$ cat config.mk
export PLATFORM = sky130hd
export DESIGN_NAME = dtt_front_flat
export DESIGN_NICKNAME = d
export VERILOG_FILES = /design/src/hdl/dtt_pkg.sv /design/src/hdl/dtt_in_if.sv /design/src/hdl/dtt_front.sv /design/src/flat_wrapper.sv
export SDC_FILE = /design/constraint.sdc
export NUM_CORES = 1
export LEC_CHECK = 0
export BUFFER_PORTS_ARGS = -buffer_cell sky130_fd_sc_hd__buf_2
export CAP_MARGIN = 20
export CORE_ASPECT_RATIO = 2
export CORE_MARGIN = 2
export CORE_UTILIZATION = 50
export DETAILED_ROUTE_END_ITERATION = 7
export GPL_ROUTABILITY_DRIVEN = 0
export GPL_TIMING_DRIVEN = 0
export PLACE_DENSITY = 0.7
export SYNTH_ARGS = -nofsm -noshare
export SYNTH_HDL_FRONTEND = slang
export SYNTH_SLANG_ARGS = --single-unit
export TNS_END_PERCENT = 20
$ cat constraint.sdc
create_clock -name i_clk -period 31.3 [get_ports i_clk]
set_input_delay 6.26 -clock i_clk [delete_from_list [all_inputs] [get_ports i_clk]]
set_output_delay 6.26 -clock i_clk [all_outputs]
set_load 0.03 [all_outputs]
$ cat src/hdl/dtt_pkg.sv
// Package for the debug text terminal: screen geometry, character and command
// codes, and the structs that travel between the front end, the queue and the back end.
// No dependencies.
`timescale 1ns / 1ps

package dtt_pkg;

    localparam int COLUMNS = 80;
    localparam int ROWS    = 25;
    localparam int CELLS   = COLUMNS * ROWS;
    localparam int ADDR_W  = $clog2(CELLS);
    localparam int COL_W   = 7;
    localparam int ROW_W   = 5;
    localparam int CELL_W  = 16;

    localparam int QUEUE_DEPTH = 2;
    localparam int QPTR_W      = (QUEUE_DEPTH > 1) ? $clog2(QUEUE_DEPTH) : 1;
    localparam int QCNT_W      = $clog2(QUEUE_DEPTH + 1);

    localparam int          RECIP_SHIFT = 16;
    localparam logic [15:0] COL_RECIP   = 16'((1 << RECIP_SHIFT) / COLUMNS);
    localparam logic [15:0] ROW_RECIP   = 16'((1 << RECIP_SHIFT) / ROWS);

    localparam logic [1:0] CMD_DATA = 2'd0;
    localparam logic [1:0] CMD_CTRL = 2'd1;
    localparam logic [1:0] CMD_READ = 2'd2;

    localparam logic [7:0] CH_LF      = 8'h0A;
    localparam logic [7:0] CH_CR      = 8'h0D;
    localparam logic [7:0] CH_PCT     = 8'h25;
    localparam logic [7:0] CH_SPACE   = 8'h20;
    localparam logic [7:0] ATTR_RESET = 8'h0F;

    localparam logic [7:0] CTL_CLEAR = 8'd2;
    localparam logic [7:0] CTL_ATTR  = 8'd3;
    localparam logic [7:0] CTL_MOVE  = 8'd4;

    localparam logic [CELL_W-1:0] RESET_CELL = {ATTR_RESET, CH_SPACE};

    typedef struct packed {
        logic              do_write;
        logic              do_scroll;
        logic              do_clear;
        logic              do_read;
        logic              read_ok;
        logic [ADDR_W-1:0] addr;
        logic [CELL_W-1:0] data;
    } t_op;

    typedef struct packed {
        logic [COL_W-1:0] cursor_column;
        logic [ROW_W-1:0] cursor_row;
        logic [7:0]       text_attribute;
        logic             escape_busy;
    } t_status;

    typedef struct packed {
        t_op     op;
        t_status status;
    } t_entry;

    function automatic logic [ADDR_W-1:0] cell_addr(input logic [ROW_W-1:0] row,
                                                     input logic [COL_W-1:0] col);
        return ADDR_W'(row) * ADDR_W'(COLUMNS) + ADDR_W'(col);
    endfunction

    // Remainder of a byte by a constant: the reciprocal product gives the quotient
    // or one less, and a single compare and subtract settles the remainder.
    function automatic logic [7:0] mod_byte(input logic [7:0] b, input logic [15:0] m,
                                            input logic [15:0] recip);
        logic [23:0] prod;
        logic [15:0] v;
        prod = 24'(b) * 24'(recip);
        v    = {8'd0, b} - {8'd0, prod[23:16]} * m;
        if (v >= m) begin
            v = v - m;
        end
        return v[7:0];
    endfunction

endpackage

$ cat src/hdl/dtt_in_if.sv
// Input channel of the debug text terminal: valid, ready and one command item.
// Depends on dtt_pkg.
`timescale 1ns / 1ps

interface dtt_in_if import dtt_pkg::*; ();
    logic             valid;
    logic             ready;
    logic [1:0]       command;
    logic [7:0]       value;
    logic [ROW_W-1:0] read_row;
    logic [COL_W-1:0] read_column;

    modport source(output valid, command, value, read_row, read_column, input ready);
    modport sink(input valid, command, value, read_row, read_column, output ready);
endinterface

$ cat src/hdl/dtt_front.sv
// Front end: accepts command items, tracks cursor, attribute and parser state,
// and turns each item into one screen operation plus its status. Depends on dtt_pkg, dtt_in_if.
`timescale 1ns / 1ps

module dtt_front import dtt_pkg::*; (
    input  logic   i_clk,
    input  logic   i_rst_n,
    dtt_in_if.sink i_in,
    input  logic   i_boot_busy,
    input  logic   i_push_ready,
    output logic   o_push_valid,
    output t_entry o_push_data
);

    localparam logic [2:0] EP_IDLE   = 3'd0;
    localparam logic [2:0] EP_OPEN   = 3'd1;
    localparam logic [2:0] EP_TYPE1  = 3'd2;
    localparam logic [2:0] EP_TYPE2  = 3'd3;
    localparam logic [2:0] EP_PARAM1 = 3'd4;
    localparam logic [2:0] EP_PARAM2 = 3'd5;

    localparam logic [1:0] CP_IDLE = 2'd0;
    localparam logic [1:0] CP_ATTR = 2'd1;
    localparam logic [1:0] CP_COL  = 2'd2;
    localparam logic [1:0] CP_ROW  = 2'd3;

    logic [COL_W-1:0] r_cx, n_cx;
    logic [ROW_W-1:0] r_cy, n_cy;
    logic [7:0]       r_attr, n_attr;
    logic [2:0]       r_esc_phase, n_esc_phase;
    logic [15:0]      r_esc_kind, n_esc_kind;
    logic [1:0]       r_ctl_phase, n_ctl_phase;

    logic       accept;
    logic       put;
    logic       new_line;
    logic [7:0] b;
    logic [7:0] col_mod;
    logic [7:0] row_mod;
    t_op        op;

    function automatic logic is_format_letter(input logic [7:0] c);
        return (c == "d") || (c == "u") || (c == "x") || (c == "X") ||
               (c == "b") || (c == "a") || (c == "s");
    endfunction

    assign i_in.ready   = i_push_ready && !i_boot_busy;
    assign o_push_valid = i_in.valid && !i_boot_busy;
    assign accept       = i_in.valid && i_in.ready;

    assign b       = i_in.value;
    assign col_mod = mod_byte(b, 16'(COLUMNS), COL_RECIP);
    assign row_mod = mod_byte(b, 16'(ROWS), ROW_RECIP);

    always_comb begin
        n_cx        = r_cx;
        n_cy        = r_cy;
        n_attr      = r_attr;
        n_esc_phase = r_esc_phase;
        n_esc_kind  = r_esc_kind;
        n_ctl_phase = r_ctl_phase;
        op          = '0;
        put         = 1'b0;
        new_line    = 1'b0;

        case (i_in.command)
            CMD_DATA: begin
                case (r_esc_phase)
                    EP_IDLE: begin
                        if (b == CH_LF) begin
                            n_cx     = '0;
                            new_line = 1'b1;
                        end else if (b == CH_CR) begin
                            n_cx = '0;
                        end else if (b == CH_PCT) begin
                            n_esc_phase = EP_OPEN;
                        end else begin
                            put = 1'b1;
                        end
                    end
                    EP_OPEN: begin
                        if (b == CH_PCT) begin
                            n_esc_phase = EP_IDLE;
                            put         = 1'b1;
                        end else if (is_format_letter(b)) begin
                            n_esc_phase = EP_TYPE1;
                        end
                    end
                    EP_TYPE1: begin
                        n_esc_kind  = {b, 8'h00};
                        n_esc_phase = EP_TYPE2;
                    end
                    EP_TYPE2: begin
                        n_esc_kind  = {r_esc_kind[15:8], b};
                        n_esc_phase = EP_PARAM1;
                    end
                    EP_PARAM1: begin
                        if (((r_esc_kind[15:8] == "p") || (r_esc_kind[15:8] == "v")) &&
                            (r_esc_kind[7:0] == "r")) begin
                            n_esc_phase = EP_IDLE;
                            n_esc_kind  = '0;
                        end else begin
                            n_esc_phase = EP_PARAM2;
                        end
                    end
                    default: begin
                        n_esc_phase = EP_IDLE;
                        n_esc_kind  = '0;
                    end
                endcase
            end
            CMD_CTRL: begin
                case (r_ctl_phase)
                    CP_IDLE: begin
                        if (b == CTL_CLEAR) begin
                            op.do_clear = 1'b1;
                            op.data     = {r_attr, CH_SPACE};
                            n_cx        = '0;
                            n_cy        = '0;
                        end else if (b == CTL_ATTR) begin
                            n_ctl_phase = CP_ATTR;
                        end else if (b == CTL_MOVE) begin
                            n_ctl_phase = CP_COL;
                        end
                    end
                    CP_ATTR: begin
                        n_attr      = b;
                        n_ctl_phase = CP_IDLE;
                    end
                    CP_COL: begin
                        n_cx        = col_mod[COL_W-1:0];
                        n_ctl_phase = CP_ROW;
                    end
                    default: begin
                        n_cy        = row_mod[ROW_W-1:0];
                        n_ctl_phase = CP_IDLE;
                    end
                endcase
            end
            CMD_READ: begin
                op.do_read = 1'b1;
                op.read_ok = (i_in.read_row < ROW_W'(ROWS)) &&
                             (i_in.read_column < COL_W'(COLUMNS));
                op.addr    = cell_addr(i_in.read_row, i_in.read_column);
            end
            default: begin
            end
        endcase

        if (put) begin
            op.do_write = 1'b1;
            op.addr     = cell_addr(r_cy, r_cx);
            op.data     = {r_attr, b};
            if (r_cx == COL_W'(COLUMNS - 1)) begin
                n_cx     = '0;
                new_line = 1'b1;
            end else begin
                n_cx = r_cx + 1'b1;
            end
        end

        if (new_line) begin
            if (r_cy == ROW_W'(ROWS - 1)) begin
                op.do_scroll = 1'b1;
            end else begin
                n_cy = r_cy + 1'b1;
            end
        end
    end

    assign o_push_data.op                    = op;
    assign o_push_data.status.cursor_column  = n_cx;
    assign o_push_data.status.cursor_row     = n_cy;
    assign o_push_data.status.text_attribute = n_attr;
    assign o_push_data.status.escape_busy    = (n_esc_phase != EP_IDLE);

    always_ff @(posedge i_clk) begin
        if (!i_rst_n) begin
            r_cx        <= '0;
            r_cy        <= '0;
            r_attr      <= ATTR_RESET;
            r_esc_phase <= EP_IDLE;
            r_esc_kind  <= '0;
            r_ctl_phase <= CP_IDLE;
        end else if (accept) begin
            r_cx        <= n_cx;
            r_cy        <= n_cy;
            r_attr      <= n_attr;
            r_esc_phase <= n_esc_phase;
            r_esc_kind  <= n_esc_kind;
            r_ctl_phase <= n_ctl_phase;
        end
    end

endmodule

$ cat src/flat_wrapper.sv
// flat-port wrapper written by rule: the top's interface ports become plain ports
module dtt_front_flat import dtt_pkg::*;
  (i_clk, i_rst_n, i_boot_busy, i_push_ready, o_push_valid, o_push_data, i_in_valid, i_in_command, i_in_value, i_in_read_row, i_in_read_column, i_in_ready);
  dtt_in_if i_in_i ();
  input  logic i_clk;
  input  logic i_rst_n;
  input  logic i_boot_busy;
  input  logic i_push_ready;
  output logic o_push_valid;
  output t_entry o_push_data;
  input wire logic [$bits(i_in_i.valid)-1:0] i_in_valid;
  input wire logic [$bits(i_in_i.command)-1:0] i_in_command;
  input wire logic [$bits(i_in_i.value)-1:0] i_in_value;
  input wire logic [$bits(i_in_i.read_row)-1:0] i_in_read_row;
  input wire logic [$bits(i_in_i.read_column)-1:0] i_in_read_column;
  output wire logic [$bits(i_in_i.ready)-1:0] i_in_ready;
  assign i_in_i.valid = i_in_valid;
  assign i_in_i.command = i_in_command;
  assign i_in_i.value = i_in_value;
  assign i_in_i.read_row = i_in_read_row;
  assign i_in_i.read_column = i_in_read_column;
  assign i_in_ready = i_in_i.ready;
  dtt_front u_core (.i_clk(i_clk), .i_rst_n(i_rst_n), .i_in(i_in_i), .i_boot_busy(i_boot_busy), .i_push_ready(i_push_ready), .o_push_valid(o_push_valid), .o_push_data(o_push_data));
endmodule
### After elaboration in Yosys (flattened, before gate mapping)

Cells that the tools add are included.

* bits of input ports: 27
* register bits after elaboration: 41

* bitwise logic cells: 2
* equality and inequality tests: 29
* muxes and demuxes: 53
* multiply operators: 6
* order comparisons: 4
* $add $sub $neg: 8
* reductions and logical operators: 22

Operator list (number)
* 8-bit by 7-bit equality test with 1-bit output, second input constant: 10
* 16-bit 2-to-1 mux: 4
* 16-bit case mux with 4 select lines: 1
* 7-bit 2-to-1 mux: 7
* 7-bit case mux with 2 select lines: 2
* 27-bit 2-to-1 mux: 1
* 5-bit 2-to-1 mux: 5
* 11-bit by 7-bit adder with 11-bit output: 2
* 3-bit 2-to-1 mux: 7
* 8-bit by 12-bit multiplier with 20-bit output, second input constant: 1
* 8-bit by 9-bit subtractor with 10-bit output: 2
* 8-bit by 10-bit multiplier with 18-bit output, second input constant: 1
* 8-bit by 2-bit equality test with 1-bit output, second input constant: 2
* 8-bit by 4-bit equality test with 1-bit output, second input constant: 2
* 16-bit by 5-bit greater-or-equal comparator with 1-bit output, second input constant: 1
* 16-bit by 7-bit greater-or-equal comparator with 1-bit output, second input constant: 1
* 1-bit 2-to-1 mux: 16
* 8-bit 2-to-1 mux: 2
* 3-bit case mux with 5 select lines: 1
* 5-bit by 3-bit multiplier with 7-bit output, second input constant: 2
* 13-bit 2-to-1 mux: 1
* 5-bit case mux with 2 select lines: 1
* 4-bit by 5-bit multiplier with 9-bit output, second input constant: 1
* 8-bit by 3-bit equality test with 1-bit output, second input constant: 1
* other kinds (31): 50

### Depth between registers and ports, before layout

* word-level depth: 12
* gate-level depth with buffers: 31
* mapped depth without buffers: 30

### Worst setup path before layout

Ideal clock, no wire load.

* path kind: input port to output port
* start point: in i_in_value[2]
* end point: out o_push_data[9] (netlist name)
* data required time: 25.040 ns
* buffers on the path: 1
* arrival: 13.161 ns
* setup slack: 11.879 ns
* stages on the path: 28
* cell sequence: buf_4 -> inv_1 -> fa_1 -> inv_1 -> ha_1 -> inv_1 -> fa_1 -> inv_1 -> fa_1 -> ha_1 -> a211o_1 -> a31oi_1 -> o211ai_1 -> a31oi_1 -> o21bai_1 -> xnor2_1 -> inv_1 -> fa_1 -> fa_1 -> and2_1 -> o21a_1 -> o21ai_0 -> nand2_1 -> a2111oi_0 -> o21ai_1 -> nor2_2 -> xnor2_1 -> o21ai_0

RTL lines
* from (decl): RTL line flat_wrapper.sv:13 `input wire logic [$bits(i_in_i.value)-1:0] i_in_value;`
* to (decl): RTL line flat_wrapper.sv:10 `output t_entry o_push_data;`

==> run metrics <==
Worst-path clk slew 0.06 ns; pins over their slew limit 0; Rows 60; worst slew pin tran about 0.96 ns; TritonCTS Buffers 5; Async SR Flop Fraction 0; crit-path max FO 10; register bit total from synthesis 41; Post-CTS Hold Fix Bufs 0; Layout Skew 0.002771 ns; Synth Net Count 1025; core area 13360 um2; Avg WL per Cell between 15 and 20 um; NumNets Final 1113; vias in the first global route 6424; Arr. time, crit path 14.16 ns; CTS-repair resized insts 0; combinational share of power 0.713; Overall Global Routing Usage 0.2651; clk_lat worst skew 0.29 ns; Initial DRT Pass Iterations 7; RSZ-0062 raised after global routing no; Post-synth EDFFs 0; Die Y 168.4 um; WL final 19070 um; Root Driver clkbuf_16; power per cell area 54.33 nW/um2; CP startpoint kind input port; Tmin final ~20 ns; P_int 0.2156 mW; final worst path period share 0.6524; # IOs 82; die area 14510 um2; switching fraction of total power 0.4729; Setup Buffers After CTS 0; Hold Crit Class flop to flop; Syn. warnings 0; relative slew slack 0.3557; Max-Cap Viols 0; status completed; Slowest-stage cell, CP fa_1; ys flop type dfxtp_1; vias per inst 5.938; first-pass GRT wire length 30640 um; VDD IR max 35.46 uV; area share of the largest cell type after synthesis 0.2575; vias around 6.3k; synthesized area per cell 8.227 um2; Crit path required time 25.04 ns; maximum clock insertion buffer count 2; layout cells sized above 1 0.1253; TritonCTS clock tree done; largest net degree at the start of global routing 14; Layout area overhead 11.49%; hpwl dp roughly 16000 um; unique cell type count in the Yosys netlist 78; TNS Setup 0 ns; Syn Inst Count 821; Max Freq 48.97 MHz; Design Power 0.4091 mW; final hold vios 0; H-tree depth 2; Largest stage delay, worst path 0.57 ns; Final ANT Viol Nets 0; initial core utilization 0.5054; class of the most critical setup path input port to primary output; Leak Pwr between 3 and 4 nW; gr ovfl total 0; top post-synthesis cells by area ha_1 26%, dfxtp_1 12%, fa_1 11%; ANT cells 0; Netlist Area Pre-Place 6754 um2; DR iter-0 viols 250; Port Buffers 81; Clock power frac 0.154; biggest area consumer among synthesized cells ha_1; Die X roughly 86 um; Filler cells 1296; switching pwr ~0.19 mW; Final setup viols 0; Sink Count 41; Sequential Power Share 0.133; antenna violations before repair 0; sequential fraction of the synthesis area 0.1215; CP Capture Type primary output; Remaining DRCs 0
==> synth_stat cells (7+ instances only) <==
master / count
ha_1: 139
nand2_1: 85
inv_1: 79
nor2_1: 49
o21ai_0: 43
dfxtp_1: 41
fa_1: 38
a21oi_1: 37
nand3_1: 25
clkbuf_1: 21
xnor2_1: 21
and2_1: 16
nor2b_1: 16
xor2_1: 16
a21boi_0: 13
a21o_1: 13
a31oi_1: 10
a22oi_1: 9
nand2b_1: 9
nor3_1: 8
a22o_1: 7
==> per-stage QoR <==
| step | instance area, um2 | setup slack (ns) | utilization | cells | hold WS, ns |
|---|---|---|---|---|---|
| 2_1_floorplan | 6754 | 11.88 | - | 821 | 0.4290 |
| 3_3_place_gp | 7353 | 10.91 | 0.5503 | 1057 | 0.4437 |
| 3_5_place_dp | 7353 | 10.88 | 0.5503 | 1057 | 0.4476 |
| 4_1_cts | 7530 | 10.86 | 0.5635 | 1065 | 0.4564 |
| 5_1_grt | 7530 | 10.31 | 0.5635 | 1065 | 0.4924 |
| 6_report | 7530 | 10.88 | 0.5635 | 1065 | 0.4550 |
==> metal layers <==
| metal | part of all wire | global-route usage | up-vias |
|---|---|---|---|
| li1 | - | - | 3098 |
| met1 | 0.37 | 0.2716 | 2993 |
| met3 | 0.033 | 0.01569 | 63 |
| met2 | 0.54 | 0.5147 | 170 |
| met4 | 0.057 | 0.1427 | 0 |
| met5 | 0 | 0 | - |
==> power groups by stage <==
| stage | combinational, mW | sequential (mW) | clock, mW |
|---|---|---|---|
| global route | 0.334 | 0.0544 | 0.0649 |
| CTS | 0.293 | 0.0542 | 0.0635 |
| finish | 0.292 | 0.0543 | 0.0630 |
| floorplan | 0.228 | 0.0550 | 0 |
| detailed placement | 0.290 | 0.0554 | 0 |
| global placement | 0.287 | 0.0554 | 0 |
==> logic make-up after synthesis <==
group | Yosys count | share of synthesized area
compound gates | 203 | 0.2032
xor+xnor | 37 | 0.04798
fa+ha+maj | 177 | 0.3701
buf+inv | 108 | 0.06539
flops | 41 | 0.1215
mux | 5 | 0.008521
simple gates | 250 | 0.1832
==> final timing paths <==
path | from | end | slack, ns | cells past startpoint
max reg2reg | u_core.r_cx[0] | u_core.r_cy[3] | 28.51 | 9
max | i_in_value[2] | o_push_data[10] | 10.88 | 30
min | u_core.r_esc_kind[7] | u_core.r_esc_kind[7] | 0.46 | 2
min reg2reg | u_core.r_esc_kind[7] | u_core.r_esc_kind[7] | 0.46 | 2
==> placed cells by master (no fill, tap or decap), types with 21 or more instances in the layout <==
cell      count
a21oi_1      37
buf_2        82
clkbuf_1     21
dfxtp_1      41
fa_1         38
ha_1        139
inv_1        79
nand2_1      85
nand3_1      25
nor2_1       49
o21ai_0      43
xnor2_1      21
==> flip-flops by register name (all words and copies together), names as in the netlist <==
name                flops
u_core.r_attr           8
u_core.r_esc_phase      3
u_core.r_ctl_phase      2
u_core.r_cx             7
u_core.r_cy             5
u_core.r_esc_kind      16
==> critical path: cells and delay by family <==
kind / cells / cell delay [ns]
multiplexers: 1 / 0.39
XOR/XNOR: 1 / 0.30
adder cells (fa/ha/maj): 7 / 3.17
buffers and inverters: 8 / 1.24
AO/OA/AOI/OAI: 9 / 2.12
AND/OR/NAND/NOR: 4 / 0.67
==> cell type report <==
cell class	count	area [um2]	area share
clock inverter	2	37.54	0.004985
inverter	80	300.3	0.03988
buffer	28	141.4	0.01878
tap	155	193.9	0.02576
sequential	41	820.8	0.1090
timing repair buffer	81	405.4	0.05384
clock buffer	6	138.9	0.01844
multi-input combinational	672	5492	0.7293
Note: power is estimated with default switching activity, not from simulation.
