`config.mk`:
```
export PLATFORM = sky130hd
export DESIGN_NAME = dtt_fifo
export DESIGN_NICKNAME = d
export VERILOG_FILES = /design/src/hdl/dtt_pkg.sv /design/src/hdl/dtt_fifo.sv
export SDC_FILE = /design/constraint.sdc
export NUM_CORES = 1
export LEC_CHECK = 0
export ABC_AREA = 1
export BUFFER_PORTS_ARGS = -buffer_cell sky130_fd_sc_hd__buf_2
export CAP_MARGIN = 5
export CORE_ASPECT_RATIO = 1.25
export CORE_MARGIN = 1.5
export CORE_UTILIZATION = 56
export CTS_CLUSTER_SIZE = 30
export DETAILED_ROUTE_END_ITERATION = 6
export PLACE_DENSITY = 0.9
export SLEW_MARGIN = 20
export SYNTH_ARGS = -nofsm -noshare
export SYNTH_HDL_FRONTEND = slang
export SYNTH_SLANG_ARGS = --single-unit
```
`constraint.sdc`:
```
create_clock -name i_clk -period 9.9 [get_ports i_clk]
set_input_delay 1.98 -clock i_clk [delete_from_list [all_inputs] [get_ports i_clk]]
set_output_delay 1.98 -clock i_clk [all_outputs]
set_load 0.02 [all_outputs]
```
`src/hdl/dtt_pkg.sv`:
```
// Package for the debug text terminal: screen geometry, character and command
// codes, and the structs that travel between the front end, the queue and the back end.
// No dependencies.
`timescale 1ns / 1ps

package dtt_pkg;

    localparam int COLUMNS = 80;
    localparam int ROWS    = 25;
    localparam int CELLS   = COLUMNS * ROWS;
    localparam int ADDR_W  = $clog2(CELLS);
    localparam int COL_W   = 7;
    localparam int ROW_W   = 5;
    localparam int CELL_W  = 16;

    localparam int QUEUE_DEPTH = 2;
    localparam int QPTR_W      = (QUEUE_DEPTH > 1) ? $clog2(QUEUE_DEPTH) : 1;
    localparam int QCNT_W      = $clog2(QUEUE_DEPTH + 1);

    localparam int          RECIP_SHIFT = 16;
    localparam logic [15:0] COL_RECIP   = 16'((1 << RECIP_SHIFT) / COLUMNS);
    localparam logic [15:0] ROW_RECIP   = 16'((1 << RECIP_SHIFT) / ROWS);

    localparam logic [1:0] CMD_DATA = 2'd0;
    localparam logic [1:0] CMD_CTRL = 2'd1;
    localparam logic [1:0] CMD_READ = 2'd2;

    localparam logic [7:0] CH_LF      = 8'h0A;
    localparam logic [7:0] CH_CR      = 8'h0D;
    localparam logic [7:0] CH_PCT     = 8'h25;
    localparam logic [7:0] CH_SPACE   = 8'h20;
    localparam logic [7:0] ATTR_RESET = 8'h0F;

    localparam logic [7:0] CTL_CLEAR = 8'd2;
    localparam logic [7:0] CTL_ATTR  = 8'd3;
    localparam logic [7:0] CTL_MOVE  = 8'd4;

    localparam logic [CELL_W-1:0] RESET_CELL = {ATTR_RESET, CH_SPACE};

    typedef struct packed {
        logic              do_write;
        logic              do_scroll;
        logic              do_clear;
        logic              do_read;
        logic              read_ok;
        logic [ADDR_W-1:0] addr;
        logic [CELL_W-1:0] data;
    } t_op;

    typedef struct packed {
        logic [COL_W-1:0] cursor_column;
        logic [ROW_W-1:0] cursor_row;
        logic [7:0]       text_attribute;
        logic             escape_busy;
    } t_status;

    typedef struct packed {
        t_op     op;
        t_status status;
    } t_entry;

    function automatic logic [ADDR_W-1:0] cell_addr(input logic [ROW_W-1:0] row,
                                                     input logic [COL_W-1:0] col);
        return ADDR_W'(row) * ADDR_W'(COLUMNS) + ADDR_W'(col);
    endfunction

    // Remainder of a byte by a constant: the reciprocal product gives the quotient
    // or one less, and a single compare and subtract settles the remainder.
    function automatic logic [7:0] mod_byte(input logic [7:0] b, input logic [15:0] m,
                                            input logic [15:0] recip);
        logic [23:0] prod;
        logic [15:0] v;
        prod = 24'(b) * 24'(recip);
        v    = {8'd0, b} - {8'd0, prod[23:16]} * m;
        if (v >= m) begin
            v = v - m;
        end
        return v[7:0];
    endfunction

endpackage

```
`src/hdl/dtt_fifo.sv`:
```
// Short queue of screen operations between the front end and the back end.
// Depends on dtt_pkg.
`timescale 1ns / 1ps

module dtt_fifo import dtt_pkg::*; (
    input  logic   i_clk,
    input  logic   i_rst_n,
    input  logic   i_push_valid,
    output logic   o_push_ready,
    input  t_entry i_push_data,
    output logic   o_pop_valid,
    input  logic   i_pop_ready,
    output t_entry o_pop_data
);

    t_entry            r_mem [QUEUE_DEPTH];
    logic [QPTR_W-1:0] r_wr_ptr;
    logic [QPTR_W-1:0] r_rd_ptr;
    logic [QCNT_W-1:0] r_count;
    logic              push;
    logic              pop;

    assign o_push_ready = (r_count != QCNT_W'(QUEUE_DEPTH));
    assign o_pop_valid  = (r_count != '0);
    assign o_pop_data   = r_mem[r_rd_ptr];
    assign push         = i_push_valid && o_push_ready;
    assign pop          = o_pop_valid && i_pop_ready;

    always_ff @(posedge i_clk) begin
        if (push) begin
            r_mem[r_wr_ptr] <= i_push_data;
        end
    end

    always_ff @(posedge i_clk) begin
        if (!i_rst_n) begin
            r_wr_ptr <= '0;
            r_rd_ptr <= '0;
            r_count  <= '0;
        end else begin
            if (push) begin
                r_wr_ptr <= (r_wr_ptr == QPTR_W'(QUEUE_DEPTH - 1)) ? '0 : r_wr_ptr + 1'b1;
            end
            if (pop) begin
                r_rd_ptr <= (r_rd_ptr == QPTR_W'(QUEUE_DEPTH - 1)) ? '0 : r_rd_ptr + 1'b1;
            end
            if (push && !pop) begin
                r_count <= r_count + 1'b1;
            end else if (pop && !push) begin
                r_count <= r_count - 1'b1;
            end
        end
    end

endmodule

```
Word level (Yosys, flattened, before mapping)
Memories as Yosys holds them, arrays and structs flattened. A register that Yosys moved wholly into a read port is not among the register bits. Index checks and enable logic that the tools add are counted.

Eq/ne operators: 1. Muxes and demuxes: 8. Reduce and logical (&&, ||, !) cells: 8. Add/sub/neg operators: 4.

Operators with widths (count): 1-bit two-way mux (6); 1-bit logical AND (4); 2-bit two-way mux (2); 2-bit nonzero test (2); 1-bit adder, second input constant (2); 2-bit by 1-bit adder with 2-bit output, second input constant (1); 1-bit zero test (2); 2-bit inequality test, second input constant (1); 2-bit by 1-bit subtractor with 2-bit output, second input constant (1).

Memories: 1. Word-level logic and storage cells: 25. Output and inout port bits: 55. Bits in writable memories: 106. Bits in registers: 4.

Memory list: r_mem (depth 2, width 53, read ports 1, clocked after memory_dff 1, write ports 1, line dtt_fifo.sv:16) `t_entry r_mem [QUEUE_DEPTH];`.

Logic depth before layout (Yosys ltp)
Gate-level depths: netlist (run 1).

Word-level depth: 6. Gate-level depth with buffers: 11.

Worst setup path before layout (run 1)
No wires, ideal clock.

Path kind: input to register. From: input port i_push_valid. To: memory r_mem[0][0] (netlist bit) (enable). Arrival time: 4.300 ns. Data required time: 9.436 ns. Path buffers: 0. Path slack: 5.136 ns. Setup time: 0.464 ns. Cell stages on the path: 2. Path through: nand2_1 nor2_1.

Cells in the longest elaborated chain, start to end: 3.

Ends and longest elaborated chain: from (decl) (line dtt_fifo.sv:8) `input logic i_push_valid,`; 1-bit logical AND (line dtt_fifo.sv:26) `assign push = i_push_valid && o_push_ready;`; 1-bit two-way mux (line dtt_fifo.sv:30) `if (push) begin`; 1-bit two-way mux (not written as such) (line dtt_fifo.sv:31) `r_mem[r_wr_ptr] <= i_push_data;`; to (decl) (line dtt_fifo.sv:16).

No other way between the ends.

==> results of run 1 <==
cell usage after synthesis, drive strengths merged:
cell type  instances
edfxtp           106
mux2              53
nand2              9
inv                8
nor2               8
buf                6
dfxtp              5
o21ai              2
a21oi              1
ha                 1
nand3              1
nand4              1
o21a               1
power by group through the flow:
| stage | logic [W] | clock network [W] | registers [W] |
|---|---|---|---|
| after floorplan | 0.000304 | 0 | 0.000622 |
| after global placement | 0.000345 | 0 | 0.000651 |
| after detailed placement | 0.000351 | 0 | 0.000656 |
| after CTS | 0.000351 | 0.000239 | 0.000646 |
| after global routing | 0.000373 | 0.000258 | 0.000652 |
| final | 0.000347 | 0.000232 | 0.000643 |
flip-flops by register name, indices dropped and copies added, names as in the netlist, named ones only:
register,flops
r_wr_ptr,1
r_rd_ptr,1
r_mem,106
r_count,2
area by class of cell:
class	count	area (µm²)
Tap cell	92	115
Clock buffer	9	124
Inverter	8	30.0
Clock inverter	7	48.8
Fill cell	528	2360
Sequential cell	111	3290
Timing Repair Buffer	113	571
Multi-Input combinational cell	77	910
critical path, delay by kind of cell, from the launching register on:
kind                   cells  cell delay, ns
buffers and inverters      1            0.16
flip-flops                 1            0.98
multiplexers               1            0.41
cell families after synthesis:
| group | after synthesis |
|---|---|
| DFF | 111 |
| muxes | 53 |
| and+or+nand+nor | 19 |
| buffers and inverters | 14 |
| AOI/OAI and AO/OA | 4 |
| adders and majority gates | 1 |
through the flow:
stage | util | hold WS [ns] | power, W | setup WS (ns) | instances
5_1_grt | 0.683 | 0.566 | 0.00128 | 5.91 | 417
3_3_place_gp | 0.660 | 0.476 | 0.000995 | 6.33 | 401
4_1_cts | 0.683 | 0.519 | 0.00124 | 5.96 | 417
3_5_place_dp | 0.660 | 0.491 | 0.00101 | 6.27 | 401
6_report | 0.683 | 0.517 | 0.00122 | 6.02 | 417
2_1_floorplan | - | 0.467 | 0.000926 | 5.14 | 202
metal layers:
| metal | GRT usage | part of all wire | wire length [µm] |
|---|---|---|---|
| met1 | 0.180 | 0.38 | 2460 |
| met2 | 0.277 | 0.54 | 3440 |
| met4 | 0.101 | 0.028 | 177 |
| met5 | 0 | 0 | 0 |
| met3 | 0.0423 | 0.055 | 352 |
worst max-delay path by stage:
stage | startpoint | to | depth (start not counted)
after floorplan | i_push_valid | r_mem[0][0] | 2
after global placement | i_push_valid | r_mem[1][3] | 4
after detailed placement | i_push_valid | r_mem[0][3] | 4
after CTS | flop | o_pop_data[37] | 2
after global routing | flop | o_pop_data[37] | 2
final | flop | o_pop_data[32] | 2
==> impl_metrics.toml, run 1 <==
[global_routing]
grt_usage = 0.163
overflow = 0
grt_pass1_wl_um = 9630
grt_max_degree = 54
grt_pass1_vias = 2117
antenna_found_initial = 1

[logic_synthesis]
synth_area_leader_cell = "edfxtp_1"
synth_cell_type_count = 15
ys_warn_count = 0
synth-xor-area-share = 0
syn_area_mm2 = 0.00432
synth_mux_area_frac = 0.182
synth_seq_cells = 111
yosysSeqAreaShare = 0.760
synth_area_leaders = "edfxtp_1 74%, mux2_4 17%, buf_12 2.3%"
synthAdderAreaFrac = 0.00290
synth-compound-area-share = 0.00521
syn-mean-instance-area_um2 = 21.4
synth_fp_nets = 260
synth_top_family_by_area = "multiplexers"
yosys.area_share.simple = 0.0174
synth_top_area_frac = 0.737
syn-instance-count = 202

[detailed_routing]
wl_per_cell_um = 15.4
via_count = 2095
dr.pass1.iters = 4
viasPerCell = 5.02
drtIter0Drc = 99
drc = 0
routed_wl_um = 6430
antenna_left = 0

[placed_design]
dp.final_hpwl_um = 4370
place_area_mm2 = 0.00491
port-buffer-count = 111
gp_congestion = 0.697

[critical_path]
cp-end-kind = "output pin"
cp.arrival_ns = 1.90
critical-path-max-stage-delay_ns = 0.98
worst-path-max-fanout = 53
slowest_stage = "dfxtp_4"
reg2reg_setup_slack_ns = 7.80
r2r_end = "r_mem[1][9]"
required_ns = 7.92
worstPathCellList = "mux2_2 > buf_2"
crit_type = "reg2out"
reg2reg_from = "r_count[0]"
cp-start-kind = "flop"
reg2regPathDepth = 5

[floorplanning]
placement_rows = 35
initial_core_util = 0.580
die_w_um = 81.6
die_y_um = 101
die_area_mm2 = 0.00825
io-pin-count = 112
core_mm2 = 0.00744

[clock_tree]
cts_resized = 0
cts_setup_buffers = 0
cts.sinks = 111
holdBufCountCts = 0
cts_tree = "built"
cts_root_buffer = "clkbuf_8"
path_clk_slew_ns = 0.09
htreeDepth = 3
numCtsBuffers = 9
clockBufferDepth = 2
insertion_delay_ns = 0.34

[layout]
syn_to_final_growth_pct = 17.7
final_cell_mix = "111 x buf_2, 106 x edfxtp_1, 50 x mux2_4, 9 x nand2_1, 9 x clkbuf_8"
mostFrequentLayoutCell = "buf_2"
nNetsFinal = 378
drive_gt1_frac = 0.563
antenna_cells = 0
final_area_mm2 = 0.00508

[worst_hold_path]
hold_depth = 2
holdCritPathClass = "reg2reg"
hold_start = "r_rd_ptr"

[power_and_ir_drop]
switchingPower_w = 0.000373
clkPwrFrac = 0.190
p_sw_frac = 0.305
powerDensity_mw_per_mm2 = 241
p_seq_frac = 0.526
power_frac_comb = 0.284
p_leak_nw = 2.02
vdd_ir_drop_max_v = 0.000165
p_int_w = 0.000850

[sta]
setup_viol = 0
period_share = 0.392
fin_skew_ns = 0.00774
fmax_ghz = 0.258
rsz0062_at_grt = "false"
timing.setup.tns_ns = 0
max_slew_margin = 0.370
slew_viol_final = 0
post-route-min-period_ns = 3.88
tightest_slew_ns = 0.945
hold_violations = 0

[status]
status = "complete, no violations"

[job]
cap_viol_max_count = 0
No activity file was read; power rests on OpenSTA's default activity.
==> run 2: changes to the inputs <==
- CORE_UTILIZATION: 56 -> 47
- PLACE_DENSITY: 0.9 -> 0.81
- clock period: 9.9 -> 3.55 ns (I/O delays scaled with it)
==> impl_metrics.toml, run 2 (synthesized netlist as in run 1, its figures left out) <==
[global_routing]
grt_pass1_wl_um = 10100
busiest_layer = "met2"
grt_pass1_vias = 2077
overflow = 0
gr-usage-met3 = 0.0410
grt_max_degree = 34
use_met2 = 0.251
antenna_found_initial = 0
grt_usage = 0.146
met1_usage = 0.159

[layout]
drive_gt1_frac = 0.570
mostFrequentLayoutCell = "buf_2"
syn_to_final_growth_pct = 19.7
final_cell_mix = "111 x buf_2, 106 x edfxtp_1, 50 x mux2_4, 9 x nand2_1, 9 x clkbuf_8"
fillers = 680
regMostFlops = "r_mem"
nNetsFinal = 381
largest_register_ffs = 106
antenna_cells = 0
top_regs = "r_mem (106), r_count (2)"

[floorplanning]
die_w_um = 88.7
io-pin-count = 112
initial_core_util = 0.491
die_area_mm2 = 0.00978
die_y_um = 110
core_mm2 = 0.00880
placement_rows = 38

[sta]
setup_viol = 0
fin_skew_ns = 0.00888
period_share = 0.753
rsz0062_at_grt = "false"
fmax_ghz = 0.374
max_slew_margin = 0.557
post-route-min-period_ns = 2.67
timing.setup.tns_ns = 0
hold_slack_ns = 0.502
slew_viol_final = 0
hold_violations = 0
tightest_slew_ns = 0.663

[detailed_routing]
wl_per_cell_um = 15.4
antenna_left = 0
dr.pass1.iters = 4
via_count = 2093
routed_wl_um = 6910
drtIter0Drc = 122
viasPerCell = 4.67
drc = 0

[power_and_ir_drop]
powerDensity_mw_per_mm2 = 678
vdd_ir_drop_max_v = 0.000366
p_leak_nw = 2.05

[clock_tree]
insertion_delay_ns = 0.36
path_clk_slew_ns = 0.09
numCtsBuffers = 9
cts_setup_buffers = 0
cts_tree = "built"
cts_root_buffer = "clkbuf_8"
htreeDepth = 3
cts_resized = 0
holdBufCountCts = 0
cts.sinks = 111
clockBufferDepth = 2

[critical_path]
cp-start-kind = "flop"
crit_end = "o_pop_data[51]"
reg2reg_from = "r_count[0]"
worst-path-max-fanout = 31
reg2reg_setup_slack_ns = 1.62
cp-end-kind = "output pin"
required_ns = 2.84
crit_type = "reg2out"
cp.arrival_ns = 1.96
r2r_end = "r_mem[0][44]"
reg2regPathDepth = 5

[worst_hold_path]
holdCritPathClass = "reg2reg"

[status]
status = "complete, no violations"

[placed_design]
dp.final_hpwl_um = 4850
gp_congestion = 0.656
port-buffer-count = 111

[job]
cap_viol_max_count = 0
## run 2: cell count changes in the layout (fill, tap and decap cells not counted)
cell       previous run  this run
buf_12                0         1
clkinv_2              1         3
inv_8                 1         0
clkinv_4              2         1
clkinv_1              2         0
clkbuf_1              0         1
bufinv_16             0         1
buf_4                 2         4
## run 2: layer usage
layer	vias up	routed length, µm
li1	1011	-
met1	995	2690
met2	74	3670
met3	13	373
met4	0	181
met5	-	0
## run 2: how the worst min path moves through the flow
stage,from,to,depth (start not counted)
floorplan,r_rd_ptr,flop,2
global placement,r_rd_ptr,flop,2
detailed placement,r_rd_ptr,r_rd_ptr,2
CTS,i_push_data[50],r_mem[1][50],1
global route,i_push_data[1],r_mem[0][1],1
finish,r_rd_ptr,flop,2
## run 2: layout make-up
| cell class | instances | area, µm² | share of cell area |
|---|---|---|---|
| Timing Repair Buffer | 116 | 606 | 0.117 |
| Inverter | 8 | 30.0 | 0.00581 |
| Clock inverter | 6 | 61.3 | 0.0119 |
| Clock buffer | 10 | 128 | 0.0247 |
| Multi-Input combinational cell | 77 | 910 | 0.176 |
| Tap cell | 120 | 150 | 0.0290 |
| Sequential cell | 111 | 3290 | 0.636 |
## run 2: stage by stage
| step | worst slack, ns | utilization | cell area, µm² | power, W | cells |
|---|---|---|---|---|---|
| 6_report | 0.877 | 0.588 | 5170 | 0.00351 | 448 |
| 5_1_grt | 0.781 | 0.588 | 5170 | 0.00367 | 448 |
| 4_1_cts | 0.839 | 0.588 | 5170 | 0.00355 | 448 |
| 3_5_place_dp | 1.26 | 0.566 | 4980 | 0.00284 | 432 |
| 3_3_place_gp | 1.27 | 0.566 | 4980 | 0.00280 | 432 |
| 2_1_floorplan | 0.0560 | - | 4320 | 0.00258 | 202 |
## run 2: worst max-delay path: stages (launching register included)
cell	delay (ns)
dfxtp_4	0.72
buf_4	0.36
mux2_4	0.32
buf_2	0.16
## run 2: power by group
group / internal (W) / switching [W] / leakage [nW]
Combinational: 0.000469 / 0.000565 / 0.927
Clock: 0.000324 / 0.000392 / 0.0960
Sequential: 0.00166 / 0.000103 / 1.03
Total: 0.00245 / 0.00106 / 2.05
==> run 3: changes to the inputs <==
- clock period: 3.55 -> 2.3 ns (I/O delays scaled with it)
==> impl_metrics.toml, run 3 (synthesized netlist as in run 1, its figures left out) <==
[sta]
hold_slack_ns = 0.267
layout_setup_ws_ns = 0.125
fmax_ghz = 0.460
tightest_slew_ns = 0.484
setup_viol = 0
fin_skew_ns = 0.00732
max_slew_margin = 0.677
slew_viol_final = 0
rsz0062_at_grt = "false"
hold_violations = 0
post-route-min-period_ns = 2.17
period_share = 0.946

[layout]
mostFrequentLayoutCell = "buf_2"
top_regs = "r_mem (106), r_count (2)"
final_cell_mix = "111 x buf_2, 106 x edfxtp_1, 50 x mux2_4, 9 x nand2_1, 9 x clkbuf_8"
fin_cells = 448
largest_register_ffs = 106
drive_gt1_frac = 0.570
regMostFlops = "r_mem"
fin_util = 0.592
antenna_cells = 0
nNetsFinal = 381
syn_to_final_growth_pct = 20.5

[critical_path]
crit_buf_inv = 2
cp.arrival_ns = 1.71
cp-start-kind = "flop"
reg2reg_from = "r_count[0]"
slowest_stage = "dfxtp_4"
worst-path-max-fanout = 20
cp_top_family = "flip-flops"
r2r_end = "r_mem[0][43]"
worstPathCellList = "buf_12 > mux2_4 > buf_2"
reg2reg_setup_slack_ns = 0.67
cp-end-kind = "output pin"
required_ns = 1.84
reg2regPathDepth = 5
crit_type = "reg2out"
critical-path-max-stage-delay_ns = 0.60

[worst_hold_path]
holdCritPathClass = "in2reg"
min_to = "r_mem[1][28]"
hold_depth = 1
hold_start = "i_push_data[28]"

[global_routing]
grt_pass1_vias = 2138
grt_usage = 0.146
antenna_found_initial = 0
overflow = 0
grt_pass1_wl_um = 10100
grt_max_degree = 54

[detailed_routing]
drtIter0Drc = 80
antenna_left = 0
via_count = 2141
wl_per_cell_um = 15.3
drc = 0
dr.pass1.iters = 4
routed_wl_um = 6850
viasPerCell = 4.78

[power_and_ir_drop]
p_int_w = 0.00380
p_sw_frac = 0.303
switchingPower_w = 0.00165
clkPwrFrac = 0.206
vdd_ir_drop_max_v = 0.000553
power_frac_comb = 0.301
powerDensity_mw_per_mm2 = 1050
p_leak_nw = 2.06
p_seq_frac = 0.493

[clock_tree]
cts.sinks = 111
cts_setup_buffers = 0
cts_tree = "built"
clockBufferDepth = 2
htreeDepth = 3
insertion_delay_ns = 0.37
holdBufCountCts = 0
numCtsBuffers = 9
cts_resized = 0
cts_root_buffer = "clkbuf_8"
path_clk_slew_ns = 0.10

[floorplanning]
die_area_mm2 = 0.00978
die_y_um = 110
io-pin-count = 112
placement_rows = 38
initial_core_util = 0.491
core_mm2 = 0.00880
die_w_um = 88.7

[placed_design]
dp.cells = 432
dp.final_hpwl_um = 4630
gp_congestion = 0.725
pre_cts_ws_ns = 0.503
port-buffer-count = 111

[status]
status = "complete, no violations"

[job]
cap_viol_max_count = 0
==> run 3: changes by cell type in the layout (fill, tap and decap cells not counted), sizes merged <==
cell / change
clkinv: +2
clkbuf: -1
clkinvlp: -1
==> run 3: worst max-delay path by stage <==
stage                endpoint  slack [ns]  depth (start not counted)
2_1_floorplan     r_mem[0][0]       -0.25                          4
3_3_place_gp   o_pop_data[21]        0.53                          3
3_5_place_dp    o_pop_data[7]        0.50                          3
4_1_cts         o_pop_data[7]        0.08                          3
5_1_grt         o_pop_data[7]        0.04                          3
6_report        o_pop_data[7]        0.13                          3
==> run 3: cell type report <==
class	instances	area, µm²
inverters	8	30.0
well taps	120	150
multi-input cells	77	910
flip-flops and latches	111	3290
clock inverters	7	73.8
clock buffers	9	124
fillers	660	3590
repair buffers	116	631
==> run 3: per-stage QoR <==
stage               instance area [µm²]  total power, W  setup TNS (ns)
finish                             5200         0.00546               0
global route                       5200         0.00572               0
CTS                                5200         0.00553               0
detailed placement                 5010         0.00440               0
global placement                   5010         0.00435               0
floorplan                          4320         0.00398          -26.26
==> run 3: worst reg2reg max path, cell delays in order (launching register included) <==
cell and delay (ns):
dfxtp_1 0.36, inv_1 0.10, nand2_1 0.08, nand2_1 0.16, nor2_4 0.13, buf_4 0.42
==> run 3: routing by layer <==
| layer | wire length [µm] | vias to the layer above | part of all wire | track usage |
|---|---|---|---|---|
| li1 | - | 1017 | - | - |
| met1 | 2770 | 1048 | 0.40 | 0.162 |
| met2 | 3540 | 62 | 0.52 | 0.249 |
| met3 | 319 | 14 | 0.047 | 0.0372 |
| met4 | 222 | 0 | 0.032 | 0.0915 |
| met5 | 0 | - | 0 | 0 |
==> run 3: power groups by stage <==
stage          Clock (W)  Sequential (W)  Combinational (W)
2_1_floorplan          0         0.00267            0.00131
6_report         0.00113         0.00269            0.00164
5_1_grt          0.00124         0.00272            0.00176
4_1_cts          0.00117         0.00269            0.00166
3_5_place_dp           0         0.00274            0.00166
3_3_place_gp           0         0.00272            0.00163
